$ cat config.mk
export PLATFORM = sky130hd
export DESIGN_NAME = lp2c_post_flat
export DESIGN_NICKNAME = d
export VERILOG_FILES = /design/src/sv/lp2c_pkg.sv /design/src/sv/lp2c_out_if.sv /design/src/sv/lp2c_post.sv /design/src/flat_wrapper.sv
export SDC_FILE = /design/constraint.sdc
export NUM_CORES = 1
export LEC_CHECK = 0
export ABC_CLOCK_PERIOD_IN_PS = 3200
export BUFFER_PORTS_ARGS = -buffer_cell sky130_fd_sc_hd__buf_2
export CAP_MARGIN = 20
export CORE_MARGIN = 5
export CORE_UTILIZATION = 57
export DETAILED_ROUTE_END_ITERATION = 10
export HOLD_SLACK_MARGIN = 0.08
export PLACE_DENSITY = 0.84
export SLEW_MARGIN = 15
export SYNTH_ARGS = -nofsm -noshare
export SYNTH_HDL_FRONTEND = slang
export SYNTH_SLANG_ARGS = --single-unit
$ cat constraint.sdc
create_clock -name clk -period 3.2 [get_ports clk]
set_input_delay 0 -clock clk [delete_from_list [all_inputs] [get_ports clk]]
set_output_delay 0 -clock clk [all_outputs]
set_load 0.005 [all_outputs]
$ cat src/sv/lp2c_pkg.sv
// ----------------------------------------------------------------------------
// lp2c_pkg
// Shared types and constants for the polar-to-cartesian rotation pipeline.
// ----------------------------------------------------------------------------
package lp2c_pkg;

    // Field widths of a measurement and of a point
    localparam int ANGLE_W = 16;
    localparam int DIST_W  = 16;
    localparam int COORD_W = 17;

    // Vector datapath: Q24 fixed point, magnitude stays below 2^40
    localparam int FRAC_BITS = 24;
    localparam int XW        = 42;
    // Angle accumulator in 1/(64*65536) degree
    localparam int ZW        = 31;
    // Residual angle in 1/64 degree, range [-2880, 2879]
    localparam int RW        = 14;

    // Angle constants in 1/64 degree
    localparam logic [ANGLE_W-1:0] FULL_TURN    = 16'd23040;
    localparam logic [ANGLE_W-1:0] DOUBLE_TURN  = 16'd46080;
    localparam logic [14:0]        QUARTER_TURN = 15'd5760;
    localparam logic [14:0]        EIGHTH_TURN  = 15'd2880;

    // Output saturation bound
    localparam int OUT_LIMIT = 65535;

    // Gain compensation terms, Q30
    localparam longint GAIN_BASE = 64'd652032874;
    localparam longint GAIN_TAIL = 64'd434688583;
    localparam int     GAIN_W    = 30;

    // atan(2^-i) in accumulator units, rounded to nearest
    localparam int MAX_STAGES = 24;
    localparam logic signed [ZW-1:0] ATAN_TABLE [MAX_STAGES] = '{
        31'sd188743680, 31'sd111421900, 31'sd58872272, 31'sd29884485,
        31'sd15000234,  31'sd7507429,   31'sd3754631,  31'sd1877430,
        31'sd938729,    31'sd469366,    31'sd234683,   31'sd117342,
        31'sd58671,     31'sd29335,     31'sd14668,    31'sd7334,
        31'sd3667,      31'sd1833,      31'sd917,      31'sd458,
        31'sd229,       31'sd115,       31'sd57,       31'sd29
    };

    // Quadrant codes
    typedef enum logic [1:0] {
        QUAD_0   = 2'd0,
        QUAD_90  = 2'd1,
        QUAD_180 = 2'd2,
        QUAD_270 = 2'd3
    } lp2c_quad_t;

    // Data handed from one rotation cell to the next
    typedef struct packed {
        logic signed [XW-1:0] x;
        logic signed [XW-1:0] y;
        logic signed [ZW-1:0] z;
        lp2c_quad_t           quad;
    } lp2c_vec_t;

endpackage

$ cat src/sv/lp2c_out_if.sv
// ----------------------------------------------------------------------------
// lp2c_out_if
// Point channel: signed cartesian coordinates, valid/ready handshake.
// ----------------------------------------------------------------------------
interface lp2c_out_if;

    logic                                valid;
    logic                                ready;
    logic signed [lp2c_pkg::COORD_W-1:0] x_quarter_mm;
    logic signed [lp2c_pkg::COORD_W-1:0] y_quarter_mm;

    modport source (
        output valid,
        output x_quarter_mm,
        output y_quarter_mm,
        input  ready
    );

    modport sink (
        input  valid,
        input  x_quarter_mm,
        input  y_quarter_mm,
        output ready
    );

endinterface

$ cat src/sv/lp2c_post.sv
// ----------------------------------------------------------------------------
// lp2c_post
// Exit stage: rotate by the quadrant, round Q24 to nearest, saturate, and
// hold the point in the output register.
// ----------------------------------------------------------------------------
module lp2c_post (
    input  logic                 clk,
    input  logic                 rst_n,
    input  logic                 up_valid,
    input  lp2c_pkg::lp2c_vec_t  up_data,
    output logic                 up_ready,
    lp2c_out_if.source           point
);
    import lp2c_pkg::*;

    localparam int RND_W = XW - FRAC_BITS;
    localparam logic signed [XW-1:0]    HALF = XW'(1) <<< (FRAC_BITS - 1);
    localparam logic signed [RND_W-1:0] POS_LIMIT = RND_W'(OUT_LIMIT);
    localparam logic signed [RND_W-1:0] NEG_LIMIT = -RND_W'(OUT_LIMIT);

    logic                      valid_reg;
    logic                      valid_next;
    logic signed [COORD_W-1:0] x_reg;
    logic signed [COORD_W-1:0] x_next;
    logic signed [COORD_W-1:0] y_reg;
    logic signed [COORD_W-1:0] y_next;

    logic signed [XW-1:0]      rx;
    logic signed [XW-1:0]      ry;
    logic signed [XW-1:0]      sum_x;
    logic signed [XW-1:0]      sum_y;
    logic signed [RND_W-1:0]   rnd_x;
    logic signed [RND_W-1:0]   rnd_y;
    logic signed [RND_W-1:0]   sat_x;
    logic signed [RND_W-1:0]   sat_y;

    assign up_ready = !valid_reg || point.ready;

    // Rotate by whole quarter turns
    always_comb
    begin
        case (up_data.quad)
            QUAD_90:
            begin
                rx = -up_data.y;
                ry = up_data.x;
            end
            QUAD_180:
            begin
                rx = -up_data.x;
                ry = -up_data.y;
            end
            QUAD_270:
            begin
                rx = up_data.y;
                ry = -up_data.x;
            end
            default:
            begin
                rx = up_data.x;
                ry = up_data.y;
            end
        endcase
    end

    // Round to nearest, floor after adding half
    always_comb
    begin
        sum_x = rx + HALF;
        sum_y = ry + HALF;
        rnd_x = sum_x[XW-1:FRAC_BITS];
        rnd_y = sum_y[XW-1:FRAC_BITS];
        sat_x = rnd_x;
        sat_y = rnd_y;
        if (rnd_x > POS_LIMIT)
        begin
            sat_x = POS_LIMIT;
        end
        else if (rnd_x < NEG_LIMIT)
        begin
            sat_x = NEG_LIMIT;
        end
        if (rnd_y > POS_LIMIT)
        begin
            sat_y = POS_LIMIT;
        end
        else if (rnd_y < NEG_LIMIT)
        begin
            sat_y = NEG_LIMIT;
        end
    end

    // Load the output register when it is free
    always_comb
    begin
        valid_next = valid_reg;
        x_next     = x_reg;
        y_next     = y_reg;
        if (up_ready)
        begin
            valid_next = up_valid;
            x_next     = sat_x[COORD_W-1:0];
            y_next     = sat_y[COORD_W-1:0];
        end
    end

    // Hold valid under reset
    always_ff @(posedge clk or negedge rst_n)
    begin
        if (!rst_n)
        begin
            valid_reg <= 1'b0;
        end
        else
        begin
            valid_reg <= valid_next;
        end
    end

    // Payload registers
    always_ff @(posedge clk)
    begin
        x_reg <= x_next;
        y_reg <= y_next;
    end

    assign point.valid        = valid_reg;
    assign point.x_quarter_mm = x_reg;
    assign point.y_quarter_mm = y_reg;

endmodule

$ cat src/flat_wrapper.sv
// flat-port wrapper written by rule: the top's interface ports become plain ports
module lp2c_post_flat import lp2c_pkg::*;
  (clk, rst_n, up_valid, up_data, up_ready, point_valid, point_x_quarter_mm, point_y_quarter_mm, point_ready);
  lp2c_out_if point_i ();
  input  logic clk;
  input  logic rst_n;
  input  logic up_valid;
  input  lp2c_pkg::lp2c_vec_t up_data;
  output logic up_ready;
  output wire logic [$bits(point_i.valid)-1:0] point_valid;
  output wire logic [$bits(point_i.x_quarter_mm)-1:0] point_x_quarter_mm;
  output wire logic [$bits(point_i.y_quarter_mm)-1:0] point_y_quarter_mm;
  input wire logic [$bits(point_i.ready)-1:0] point_ready;
  assign point_valid = point_i.valid;
  assign point_x_quarter_mm = point_i.x_quarter_mm;
  assign point_y_quarter_mm = point_i.y_quarter_mm;
  assign point_i.ready = point_ready;
  lp2c_post u_core (.clk(clk), .rst_n(rst_n), .up_valid(up_valid), .up_data(up_data), .up_ready(up_ready), .point(point_i));
endmodule
==> key figures, run 1 <==
Status
  • Run status: aborted with a tool error
  • Failing step: global routing (5_1_grt)
  • Err: [ERROR GRT-0232] Routing congestion too high. Check the congestion heatmap in the GUI.

Placed design
  • Dpl cells: approximately 1000
  • Port Buf Inserts: ~130
  • Post-Place Setup Slack: -0.740 ns
  • Routability cong.: 1.04
  • Hpwl dp: 16900 um

Die
  • Die X: 103 um
  • Cell row count: 33
  • Die Y: ~100 um
  • I/O Pins: roughly 160
  • Starting Density: 0.591

Clock tree
  • TritonCTS buffer count: 5
  • # H-tree levels: 2
  • Clk buf depth: 2
  • Clock Sink Count: 35
  • Clock Tree Root: clkbuf_8

STA
  • Worst-path end type: sequential cell input
  • GR repair worst EP: u_core.point.x_quarter_mm[0]$_SDFFCE_PP1P_/D

Synth
  • Yosys top cell by area: edfxtp_1
  • Synth top area share: 0.208
  • Synth Area per Inst: around 8 sq um
  • Mapped Area: between 4000 and 5000 sq um
  • Post-synthesis simple-gate area fraction: 0.353
  • Post-synth EDFFs: 34
  • Post-Syn Instances: 625
  • Yosys warns: 0
  • Main area contributors after synthesis: edfxtp_1 (21%), xnor2_1 (4.8%), nand2_1 (4.3%), nor2_1 (3.9%), nor3_1 (3.3%)
  • Adder-Cell Fraction of Synth Area: 0.0316
  • Multiplexer share of the synthesized area: 0.0673
  • XOR/XNOR Fraction of Synth Area: 0.0640
  • Synth Area in Compound Gates: 0.229
  • Sequential element share of the synthesized area: 0.213
  • Post-Syn Nets: approximately 750
  • Synth Register Bits: 35
  • Synth Flop Type: edfxtp_1
  • Main combinational cell family by area after synthesis: simple AND/OR/NAND/NOR gates
  • Async S/R FF share, synth: 0.0286
  • Synth cell types: between 80 and 90

GRT
  • Largest net degree at the start of global routing: 37
  • GRT Total Usage: 0.735
  • Total grt overflow: 100
## logic make-up after synthesis
group / after synthesis
adder cells (fa/ha/maj): 15
multiplexers: 26
flip-flops: 35
AO/OA/AOI/OAI: 158
XOR/XNOR: 35
AND/OR/NAND/NOR: 304
buffers and inverters: 52
## routing by layer
layer,overflow,GRT usage
met1,1,0.723
met2,57,0.913
met3,2,0.576
met4,40,0.774
met5,0,0.0913
## through the flow
step	util	cell area, sq um	hold slack [ns]
2_1_floorplan	-	5060	-0.296
3_3_place_gp	0.854	7090	-0.226
3_5_place_dp	0.854	7090	-0.222
4_1_cts	0.913	7570	0.380
## cells in the mapped netlist, drive strengths merged (7+ instances only)
cell type   n
nand2      58
nor2       52
edfxtp     34
nor3       33
clkbuf     32
a21oi      29
nor4       28
o21ai      27
xnor2      27
nand3      22
mux2i      15
nand4      14
or4        14
maj3       13
and3       12
or2        11
a31oi      10
and2       10
buf        10
o211ai     10
inv         9
or3         9
nand2b      8
o31ai       8
xor2        8
a211oi      7
## repair_timing
action / 4_1_cts
hold endpoints to repair: 2
endpoints found under the setup margin: 34
pin swaps: 30
setup buffers: 16
hold buffers: 3
gates cloned: 3
gates resized for setup: 45
==> run 2: changes to the inputs <==
--- a/config.mk
+++ b/config.mk
@@ -9,10 +9,9 @@
 export BUFFER_PORTS_ARGS = -buffer_cell sky130_fd_sc_hd__buf_2
 export CAP_MARGIN = 20
 export CORE_MARGIN = 5
-export CORE_UTILIZATION = 57
+export CORE_UTILIZATION = 40
 export DETAILED_ROUTE_END_ITERATION = 10
-export HOLD_SLACK_MARGIN = 0.08
-export PLACE_DENSITY = 0.84
+export PLACE_DENSITY_LB_ADDON = 0.15
 export SLEW_MARGIN = 15
 export SYNTH_ARGS = -nofsm -noshare
 export SYNTH_HDL_FRONTEND = slang
==> run 2 against run 1 <==
The flow now finishes, with violations (setup timing). Synthesized cell count is the same. Synthesized area is the same.
==> key figures, run 2 <==
Status
  • Run status: complete, but fails checks
  • Violated checks: setup timing

Synth
  • Yosys top cell by area: edfxtp_1
  • Mapped Area: 4900 sq um (unchanged)
  • Post-synth EDFFs: 34 (unchanged)
  • Synth cell types: 86 (unchanged)
  • Post-Syn Instances: 625 (unchanged)
  • Synth Register Bits: 35 (unchanged)
  • Synth Area per Inst: 7.85 sq um (unchanged)
  • Post-synth top cells: nand2_1 (56), nor2_1 (51), edfxtp_1 (34), clkbuf_1 (32), nor3_1 (32)
  • Synth top area share: 0.208 (unchanged)
  • Sequential element share of the synthesized area: 0.213 (unchanged)
  • Yosys warns: 0 (unchanged)
  • Post-Syn Nets: 748 (unchanged)
  • Synth Flop Type: edfxtp_1
  • Most frequent cell after synthesis: nand2_1
  • Main area contributors after synthesis: edfxtp_1 (21%), xnor2_1 (4.8%), nand2_1 (4.3%), nor2_1 (3.9%), nor3_1 (3.3%)
  • Async S/R FF share, synth: 0.0286 (unchanged)

Critical path
  • R2r setup slk: roughly 1.8 ns
  • Startpoint Class: primary input
  • Crit path to: u_core.point.x_quarter_mm[7]
  • Crit-path slowest cell: or4_4
  • R2R depth: 1
  • R2r endpoint: u_core.point.x_quarter_mm[10]
  • Critical Path RT: around 3.2 ns
  • Levels on crit path: 16
  • Crit-path max cell delay: about 0.52 ns
  • Worst Path Class, Setup: primary input to flop
  • Critical path startpoint: up_data[93]
  • Reg2reg start: u_core.point.valid
  • Crit-path most repeated cell: buf_4
  • Worst path cell trace: buf_6, or4_4, buf_4, nor2_1, buf_4, buf_4, nand4_1, a221oi_4, nand4_1, buf_4, nor4b_4, nand3b_1, xor2_1, buf_4, buf_12, maj3_2
  • Crit path DAT: approximately 3.5 ns
  • CP Capture Type: flop
  • CP Max Fanout: 6
  • Top cell family by delay on the critical path: simple AND/OR/NAND/NOR gates
  • Crit path buffers/inverters: 7

Placed design
  • Hpwl dp: 17000 um (+0.33%)
  • Routability cong.: 0.991 (-4.7%)
  • Port Buf Inserts: 125 (unchanged)
  • Dpl cells: 1068 (+7.0%)

STA
  • Clk_skew: ~0.0061 ns
  • Final hold violation count: 0
  • Max Freq: 292 MHz
  • PnR worst setup slack: -0.225 ns
  • RSZ-0062 raised after global routing: true
  • Final setup violation count: 34
  • Worst Tran Pin Value: ~0.93 ns
  • Final max-slew violation count: 0
  • Tmin final: ~3.4 ns
  • Max-slew headroom: 0.379
  • Tcrit/Tclk final: 1.07

Routing
  • Drt first pass iters: 5
  • Number of DRC markers in iteration 0: between 400 and 500
  • Vias per inst: ~6
  • Post-Route WL: around 21000 um
  • Post-DR wirelength/cell: between 15 and 20 um
  • DRC Markers: 0
  • Routed Antenna Nets: 0
  • Vias: about 6600

Run
  • Max-Cap Viols: 0

GRT
  • Grt met1 use: 0.369
  • Met3 GRT Util: 0.0309
  • Vias in the first global route: just under 7000
  • Global-route layer with the greatest usage: met2
  • Grt met2 use: 0.493
  • GRT Total Usage: 0.290
  • Largest net degree at the start of global routing: 37
  • Initial antenna violation count: 0
  • Total grt overflow: 0
  • First-pass GRT wire length: roughly 34000 um

Clock tree
  • Clock Sink Count: 35 (unchanged)
  • Clock Tree Root: clkbuf_16
  • Clock latency on the worst-skew pair: between 0.2 and 0.3 ns
  • TritonCTS buffer count: 5 (unchanged)
  • Clk buf depth: 2 (unchanged)
  • Reg clk slew, reported paths: 0.06 ns
  • TritonCTS clock tree: yes
  • # H-tree levels: 2 (unchanged)

Die
  • Total die area: ~15000 sq um
  • I/O Pins: 157 (unchanged)
  • Die Y: 121 um (+17%)
  • Cell row count: 40 (+21%)
  • Starting Density: 0.408 (-0.183)
  • Core Area: between 10000 and 15000 sq um
  • Die X: 121 um (+17%)

Final layout
  • Proportion of layout cells with a drive suffix above 1: 0.511
  • Fin cells: between 1000 and 1500
  • Synthesis-to-finish area growth: 66.6%
  • Most frequent cells in the layout: buf_4 (224), buf_2 (120), nand2_1 (55), nor2_1 (48), edfxtp_1 (34)
  • Filler cells: approximately 1000
  • Fin nets: about 1100
  • Antenna cells: 0
  • Most common cell after layout, fill and taps aside: buf_4

Min path
  • Worst min-delay path category: primary input to async pin

Power
  • Pwr Density: ~270 nW/um^2
  • Leak Pwr: 3.38 nW
  • Peak supply drop: 0.000191 V
  • Total power: approximately 2.2 mW
[run 2: cell type report]
class / count / area, sq um / share of cell area
multi-input combinational: 541 / 4170 / 0.511
timing repair buffer: 368 / 2580 / 0.315
sequential: 35 / 1050 / 0.128
tap: 147 / 184 / 0.0225
clock buffer: 8 / 156 / 0.0191
inverter: 10 / 37.5 / 0.00459
[run 2: how the worst min path moves through the flow]
stage                               endpoint  slack (ns)  cells past startpoint
after global placement    u_core.point.valid       -0.23                      1
after global routing      u_core.point.valid        0.03                      2
after detailed placement  u_core.point.valid       -0.22                      1
after CTS                 u_core.point.valid        0.02                      2
final                     u_core.point.valid        0.03                      2
after floorplan           u_core.point.valid       -0.30                      0
[run 2: repair_timing]
| action | in CTS | in global routing |
|---|---|---|
| endpoints found under the setup margin | 34 | 34 |
| buffers inserted | 22 | 6 |
| gates resized for setup | 59 | 24 |
| hold buffers | 2 | 0 |
| endpoints found under the hold margin | 2 | 0 |
| cloned | 3 | 0 |
| pin swaps | 46 | 28 |
[run 2: per-layer routing]
metal	share of wire	vias up	wire, um
met5	0	-	0
met4	0.048	0	1010
met3	0.062	59	1320
met2	0.48	299	10100
met1	0.41	3145	8810
li1	-	3146	-
[run 2: kinds of logic (layout without fill, tap and decap cells)]
kind of cell | after synthesis | after routing | synth area share
simple gates | 304 | 306 | 0.353
compound gates | 158 | 158 | 0.229
fa+ha+maj | 15 | 15 | 0.0316
buf+inv | 52 | 386 | 0.0423
mux | 26 | 26 | 0.0673
xor+xnor | 35 | 36 | 0.0640
flops | 35 | 35 | 0.213
[run 2: power breakdown]
group	switching (mW)	total [mW]	internal (mW)
Clock	0.190	0.521	0.332
Sequential	0.0186	0.609	0.591
Combinational	0.530	1.05	0.518
[run 2: metrics by stage]
| step | hold slack, ns | cell area [sq um] | TNS [ns] | setup WS (ns) | utilization |
|---|---|---|---|---|---|
| 2_1_floorplan | -0.296 | 5060 | -9.60 | -0.362 | - |
| 3_3_place_gp | -0.225 | 7330 | -17.71 | -0.612 | 0.610 |
| 3_5_place_dp | -0.224 | 7330 | -20.55 | -0.710 | 0.610 |
| 4_1_cts | 0.0158 | 8000 | -4.38 | -0.228 | 0.666 |
| 5_1_grt | 0.0325 | 8170 | -10.21 | -0.374 | 0.680 |
| 6_report | 0.0267 | 8170 | -5.13 | -0.225 | 0.680 |
(Power assumes the default switching activity.)
==> run 3: changes to the inputs <==
--- a/config.mk
+++ b/config.mk
@@ -5,12 +5,14 @@
 export SDC_FILE = /design/constraint.sdc
 export NUM_CORES = 1
 export LEC_CHECK = 0
+export ABC_AREA = 1
 export ABC_CLOCK_PERIOD_IN_PS = 3200
 export BUFFER_PORTS_ARGS = -buffer_cell sky130_fd_sc_hd__buf_2
 export CAP_MARGIN = 20
 export CORE_MARGIN = 5
 export CORE_UTILIZATION = 40
 export DETAILED_ROUTE_END_ITERATION = 10
+export MAX_ROUTING_LAYER = met4
 export PLACE_DENSITY_LB_ADDON = 0.15
 export SLEW_MARGIN = 15
 export SYNTH_ARGS = -nofsm -noshare
==> run 3 against run 2 <==
Largest power group unchanged. Final area fell by 18%. Combinational power fell by 27%. Via count fell by 0.90%. The run now ends clean. Global-route usage fell by 7.6 points. Flip-flop and latch count did not move. Sequential share of layout area rose by 2.8 points. Power fell by 16%. Clock skew rose by 0.0017 ns. Sequential power fell by 1%. Largest cell class unchanged. Critical path depth rose by 4. Hold slack improved by 0.0073 ns. Register-to-register slack got worse by 0.23 ns.
==> key figures, run 3 <==
STA
  • Max-slew headroom: 0.482 (+0.103)
  • Max Freq: 363 MHz (+24%)
  • Final setup violation count: 0 (-100%)
  • RSZ-0062 raised after global routing: false
  • Worst Tran Pin Value: 0.775 ns (-0.157 ns)
  • Tmin final: 2.75 ns (-0.672 ns)
  • Clk_skew: 0.00778 ns (+0.00168 ns)
  • Fin Hold WS: 0.0339 ns (+0.00725 ns)
  • PnR worst setup slack: 0.447 ns (+0.672 ns)
  • Tcrit/Tclk final: 0.860 (-0.210)
  • Final hold violation count: 0 (unchanged)
  • Setup TNS: 0 ns (+5.13 ns)
  • Final max-slew violation count: 0 (unchanged)

GRT
  • Met3 GRT Util: 0.0202 (-0.0107)
  • GRT Total Usage: 0.214 (-0.0763)
  • Initial antenna violation count: 0 (unchanged)
  • Grt met2 use: 0.349 (-0.144)
  • Total grt overflow: 0 (unchanged)
  • Vias in the first global route: 6103 (-9.3%)
  • Grt met1 use: 0.290 (-0.0788)
  • Largest net degree at the start of global routing: 30 (-19%)
  • Global-route layer with the greatest usage: met2
  • First-pass GRT wire length: 28300 um (-17%)

Power
  • Gate power share: 0.417 (-0.064)
  • Clk network pwr share: 0.254 (+0.015)
  • Net Sw Power: 677 uW (-8.3%)
  • Sequential power share: 0.329 (+0.049)
  • Peak supply drop: 0.000177 V (-7.3%)
  • Int Pwr: 1.16 mW (-20%)
  • Leak Pwr: 3.30 nW (-2.4%)
  • Sw Ratio: 0.369 (+0.0300)
  • Pwr Density: 274 nW/um^2 (+3.0%)
  • Total power: 1.84 mW (-16%)

Routing
  • Post-Route WL: 17400 um (-18%)
  • Drt first pass iters: 5 (unchanged)
  • Routed Antenna Nets: 0 (unchanged)
  • Vias per inst: 4.92 (-18%)
  • DRC Markers: 0 (unchanged)
  • Vias: 6589 (-0.90%)
  • Post-DR wirelength/cell: 13.0 um (-32%)
  • Number of DRC markers in iteration 0: 541 (+8.6%)

Clock tree
  • TritonCTS buffer count: 5 (unchanged)
  • Clock Tree Root: clkbuf_16
  • Reg clk slew, reported paths: 0.05 ns (about the same)
  • # H-tree levels: 2 (unchanged)
  • Clock Sink Count: 35 (unchanged)
  • Clk buf depth: 2 (unchanged)
  • Post-CTS setup buffer count: 0 (-100%)
  • Clock latency on the worst-skew pair: 0.28 ns (about the same)
  • TritonCTS clock tree: yes

Placed design
  • Post-Place Setup Slack: 0.146 ns (+0.856 ns)
  • Area after DPL: 6530 sq um (-11%)
  • Dpl cells: 1329 (+24%)
  • Hpwl dp: 15000 um (-12%)
  • Routability cong.: 0.899 (-9.3%)
  • Port Buf Inserts: 125 (unchanged)

Synth
  • Yosys warns: 0 (unchanged)
  • Post-synth top cells: nand2_1 (365), nor2_1 (145), nand3_1 (127), inv_1 (121), o21ai_0 (43)
  • Most frequent cell after synthesis: nand2_1
  • Yosys top cell by area: nand2_1
  • Synth top area share: 0.241 (+0.0325)
  • Post-Syn Instances: 1032 (+65%)
  • Post-Syn Nets: 1155 (+54%)
  • Synth Register Bits: 35 (unchanged)
  • Main area contributors after synthesis: nand2_1 (24%), edfxtp_1 (18%), nand3_1 (11%), nor2_1 (9.6%), inv_1 (8.0%)
  • Mapped Area: 5690 sq um (+16%)
  • Synth cell types: 40 (-53%)
  • Synth Area per Inst: 5.52 sq um (-30%)
  • Sequential element share of the synthesized area: 0.184 (-0.0295)
  • Post-synth EDFFs: 34 (unchanged)
  • Synth Flop Type: edfxtp_1
  • Async S/R FF share, synth: 0.0286 (unchanged)

Critical path
  • Crit path DAT: 2.78 ns (-0.68 ns)
  • Worst path cell trace: buf_2, nor2_2, nand2_1, nor2_1, nand3_1, nand2_1, nand3_1, nand3b_1, nand2_1, inv_1, ha_1, nand3_1, nor2_2, nand3_2, nor2_4, nand4_1, xnor2_2, nand2b_1, buf_12, nand3b_1
  • Worst Path Class, Setup: primary input to flop
  • CP Max Fanout: 16 (+10)
  • Crit-path max cell delay: 0.25 ns (-0.27 ns)
  • Crit-path slowest cell: xnor2_2
  • CP Capture Type: flop
  • Critical Path RT: 3.23 ns (about the same)
  • Startpoint Class: primary input

Die
  • Die Y: 129 um (+7.1%)
  • Die X: 129 um (+7.1%)
  • Starting Density: 0.408 (about the same)
  • Total die area: 16700 sq um (+15%)
  • Core Area: 13900 sq um (+16%)
  • I/O Pins: 157 (unchanged)
  • Cell row count: 43 (+7.5%)

Final layout
  • Fin cells: 1339 (+21%)
  • Cell area after layout: 6690 sq um (-18%)
  • Most frequent cells in the layout: nand2_1 (365), nor2_1 (145), nand3_1 (127), buf_2 (125), inv_1 (121)
  • Synthesis-to-finish area growth: 17.5%
  • Proportion of layout cells with a drive suffix above 1: 0.220 (-0.291)
  • Antenna cells: 0 (unchanged)
  • Most common cell after layout, fill and taps aside: nand2_1
  • Fin nets: 1281 (+18%)
  • Final Util: 0.480 (-0.200)

Min path
  • Worst min-delay path category: primary input to async pin

Run
  • Max-Cap Viols: 0 (unchanged)

Status
  • Run status: finished, final reports clean
==> run 3: cell types whose count changed after synthesis, moves of 27 or more <==
| cell | change |
|---|---|
| nor2_2 | +27 |
| nand3_1 | +105 |
| inv_1 | +112 |
| clkbuf_1 | -27 |
| nor2_1 | +94 |
| nor3_1 | -28 |
| nand2_1 | +309 |
==> run 3: power groups by stage <==
stage               registers [mW]  clock network, mW  logic [mW]
floorplan                    0.627                  0       0.491
global placement             0.613                  0       0.761
detailed placement           0.614                  0       0.765
CTS                          0.605              0.474       0.770
global route                 0.610              0.491       0.873
finish                       0.603              0.467       0.765
==> run 3: worst paths after layout <==
path / cells past startpoint / slack (ns) / start / endpoint
setup / recovery: 20 / 0.45 / up_data[96] / u_core.point.x_quarter_mm[0]
hold / removal: 2 / 0.03 / rst_n / u_core.point.valid
setup reg to reg: 2 / 1.55 / u_core.point.valid / u_core.point.y_quarter_mm[11]
hold reg to reg: 2 / 1.00 / u_core.point.valid / u_core.point.valid
max in group asynchronous: 2 / 3.08 / rst_n / u_core.point.valid
min in group clk: 3 / 0.28 / up_data[74] / u_core.point.y_quarter_mm[16]
==> run 3: timing repair <==
| item | in CTS | in global routing |
|---|---|---|
| endpoints found under the setup margin | 0 | 15 |
| hold buffers | 2 | 0 |
| endpoints found under the hold margin | 2 | 0 |
| resized for setup | 0 | 1 |
==> run 3: worst max-delay path, delay by kind of cell <==
kind                     cells  cell delay, ns
XOR/XNOR                     1            0.25
adder cells (fa/ha/maj)      1            0.18
buffers and inverters        3            0.32
AND/OR/NAND/NOR             15            2.03
==> run 3: layout make-up <==
| cell class | count | area [sq um] |
|---|---|---|
| fillers | 1619 | 7250 |
| multi-input cells | 839 | 3990 |
| flip-flops and latches | 35 | 1050 |
| repair buffers | 142 | 783 |
| inverters | 135 | 507 |
| well taps | 180 | 225 |
| clock buffers | 8 | 136 |
==> run 3: kinds of logic (layout without fill, tap and decap cells) <==
| family | Yosys count | after routing | share of synthesized area |
|---|---|---|---|
| and+or+nand+nor | 768 | 768 | 0.624 |
| adders and majority gates | 2 | 2 | 0.00440 |
| AOI/OAI and AO/OA | 60 | 60 | 0.0572 |
| xor gates and xnor gates | 9 | 9 | 0.0152 |
| DFF | 35 | 35 | 0.184 |
| buffers and inverters | 158 | 285 | 0.116 |
==> run 3: metal layers <==
metal	up-vias	part of all wire
met4	0	0.011
met2	202	0.45
li1	3506	-
met5	-	0
met1	2864	0.47
met3	17	0.063
==> run 4: changes to the inputs <==
--- a/config.mk
+++ b/config.mk
@@ -9,6 +9,7 @@
 export ABC_CLOCK_PERIOD_IN_PS = 3200
 export BUFFER_PORTS_ARGS = -buffer_cell sky130_fd_sc_hd__buf_2
 export CAP_MARGIN = 20
+export CORE_ASPECT_RATIO = 1.25
 export CORE_MARGIN = 5
 export CORE_UTILIZATION = 40
 export DETAILED_ROUTE_END_ITERATION = 10
==> run 4 against run 3 <==
Sequential share of layout area rose by 0.056 points. Non-clock buffer count fell by 2. Clock skew fell by 0.0011 ns. Register-to-register slack improved by 0.45 ns. Sequential power barely moved. Setup slack got worse by 0.032 ns. Combinational power barely moved.
==> key figures, run 4 (same netlist as run 3, synthesis figures left out) <==
Min path
  • Worst min-delay path category: primary input to async pin

Power
  • Int Pwr: 1.16 mW (-0.18%)
  • Sw Ratio: 0.372 (+0.00283)
  • Peak supply drop: 0.000173 V (-2.4%)
  • Gate power share: 0.415 (-0.002)
  • Leak Pwr: 3.28 nW (-0.43%)
  • Pwr Density: 276 nW/um^2 (+0.63%)
  • Net Sw Power: 684 uW (+1.0%)
  • Sequential power share: 0.328 (about the same)
  • Clk network pwr share: 0.256 (+0.002)

STA
  • Tcrit/Tclk final: 0.870 (+0.00994)
  • Final setup violation count: 0 (unchanged)
  • Max Freq: 359 MHz (-1.1%)
  • Tmin final: 2.78 ns (+0.0318 ns)
  • Setup TNS: 0 ns (unchanged)
  • RSZ-0062 raised after global routing: false
  • Clk_skew: 0.00665 ns (-0.00113 ns)
  • PnR worst setup slack: 0.415 ns (-0.0318 ns)
  • Worst Tran Pin Value: 0.460 ns (-0.315 ns)
  • Max-slew headroom: 0.693 (+0.211)
  • Final max-slew violation count: 0 (unchanged)
  • Final hold violation count: 0 (unchanged)

GRT
  • GRT Total Usage: 0.220 (+0.00581)
  • Vias in the first global route: 6228 (+2.0%)
  • Total grt overflow: 0 (unchanged)
  • Initial antenna violation count: 1 (+1)
  • Largest net degree at the start of global routing: 37 (+23%)
  • First-pass GRT wire length: 29000 um (+2.6%)

Final layout
  • Most frequent cells in the layout: nand2_1 (365), nor2_1 (145), nand3_1 (127), buf_2 (125), inv_1 (121)
  • Fin cells: 1333 (-0.45%)
  • Filler cells: 1582 (-2.3%)
  • Proportion of layout cells with a drive suffix above 1: 0.219 (-0.00135)
  • Most common cell after layout, fill and taps aside: nand2_1
  • Synthesis-to-finish area growth: 17.1%
  • Fin nets: 1279 (-0.16%)

Run
  • Max-Cap Viols: 0 (unchanged)

Routing
  • Drt first pass iters: 5 (unchanged)
  • DRC Markers: 0 (unchanged)
  • Post-DR wirelength/cell: 13.3 um (+2.2%)
  • Vias: 6542 (-0.71%)
  • Number of DRC markers in iteration 0: 340 (-37%)
  • Post-Route WL: 17700 um (+1.8%)
  • Vias per inst: 4.91 (-0.27%)
  • Routed Antenna Nets: 0 (unchanged)

Clock tree
  • Clk buf depth: 2 (unchanged)
  • Reg clk slew, reported paths: 0.05 ns (about the same)
  • # H-tree levels: 2 (unchanged)
  • Clock Tree Root: clkbuf_16
  • Clock Sink Count: 35 (unchanged)
  • Clock latency on the worst-skew pair: 0.29 ns (about the same)
  • TritonCTS buffer count: 5 (unchanged)
  • Post-CTS setup buffer count: 0 (unchanged)
  • TritonCTS clock tree: yes

Placed design
  • Dpl cells: 1322 (-0.53%)
  • Routability cong.: 0.888 (-1.2%)
  • Post-Place Setup Slack: 0.154 ns (+0.00825 ns)
  • Hpwl dp: 15100 um (+0.57%)
  • Port Buf Inserts: 125 (unchanged)

Die
  • Core Area: 13900 sq um (-0.44%)
  • I/O Pins: 157 (unchanged)
  • Total die area: 16700 sq um (about the same)
  • Die X: 117 um (-9.7%)
  • Die Y: 143 um (+11%)
  • Starting Density: 0.410 (+0.00181)
  • Cell row count: 48 (+12%)

Critical path
  • Startpoint Class: primary input
  • CP Max Fanout: 16 (unchanged)
  • Critical Path RT: 3.24 ns (about the same)
  • Worst Path Class, Setup: primary input to flop
  • Crit path DAT: 2.82 ns (+0.04 ns)
  • CP Capture Type: flop
  • R2R depth: 2 (unchanged)

Status
  • Run status: finished, final reports clean
[run 4: changes by cell type in the layout (fill, tap and decap cells not counted)]
| cell | previous run | this run |
|---|---|---|
| nand2_2 | 26 | 27 |
| nand2_4 | 4 | 3 |
| buf_4 | 13 | 11 |
| diode_2 | 0 | 1 |
[run 4: power by group through the flow]
stage | registers (mW) | clock network, mW | logic (mW)
global placement | 0.613 | 0 | 0.761
detailed placement | 0.615 | 0 | 0.765
CTS | 0.606 | 0.482 | 0.769
finish | 0.604 | 0.472 | 0.764
global route | 0.610 | 0.508 | 0.873
floorplan | 0.627 | 0 | 0.491
[run 4: area by class of cell]
cell class | instances | area [sq um] | share of cell area
repair buffers | 140 | 768 | 0.115
inverters | 135 | 507 | 0.0760
clock buffers | 8 | 136 | 0.0205
well taps | 175 | 219 | 0.0329
diodes | 1 | 2.50 | 0.000375
multi-input cells | 839 | 3990 | 0.598
flip-flops and latches | 35 | 1050 | 0.157
[run 4: repair_timing]
action | 4_1_cts | 5_1_grt
resized for setup | 0 | 0
endpoints found under the hold margin | 2 | 0
setup endpoints to repair | 0 | 0
hold buffers | 2 | 0
[run 4: path summary, 6_finish.rpt]
check	startpoint	end	slack, ns
setup / recovery	up_data[96]	u_core.point.y_quarter_mm[6]	0.42
hold / removal	rst_n	u_core.point.valid	0.02
setup reg to reg	u_core.point.valid	u_core.point.y_quarter_mm[4]	2.00
hold reg to reg	u_core.point.valid	u_core.point.valid	0.80
max in group asynchronous	rst_n	u_core.point.valid	3.10
min in group clk	up_data[74]	u_core.point.y_quarter_mm[16]	0.29
[run 4: stage by stage]
step / utilization / hold slack [ns] / power (mW) / area (sq um)
after floorplan: - / -0.296 / 1.12 / 5690
after global placement: 0.469 / -0.224 / 1.37 / 6510
after detailed placement: 0.469 / -0.224 / 1.38 / 6510
after CTS: 0.480 / 0.0141 / 1.86 / 6660
after global routing: 0.480 / 0.0198 / 1.99 / 6670
final: 0.480 / 0.0165 / 1.84 / 6670
[run 4: worst max-delay path: stages]
cell,delay [ns]
buf_2,0.10
nor2_2,0.15
nand2_1,0.14
nor2_1,0.19
nand3_1,0.16
nand2_1,0.11
nand3_1,0.07
nand3_1,0.08
nand2_1,0.09
inv_1,0.07
ha_1,0.19
nand3_2,0.14
nor2_8,0.17
xor2_1,0.20
nand3_1,0.11
nor2_1,0.14
nand2_1,0.07
nor2_1,0.12
nand2_1,0.07
nand2_1,0.07
nand2_2,0.18
nand2_1,0.14
nand2_2,0.05
[run 4: metal layers]
metal  up-vias  share of wire  GRT usage
li1       3503              -          -
met1      2828           0.44      0.280
met2       192           0.48      0.374
met3        19          0.057     0.0164
met4         0          0.017     0.0592
met5         -              0          -
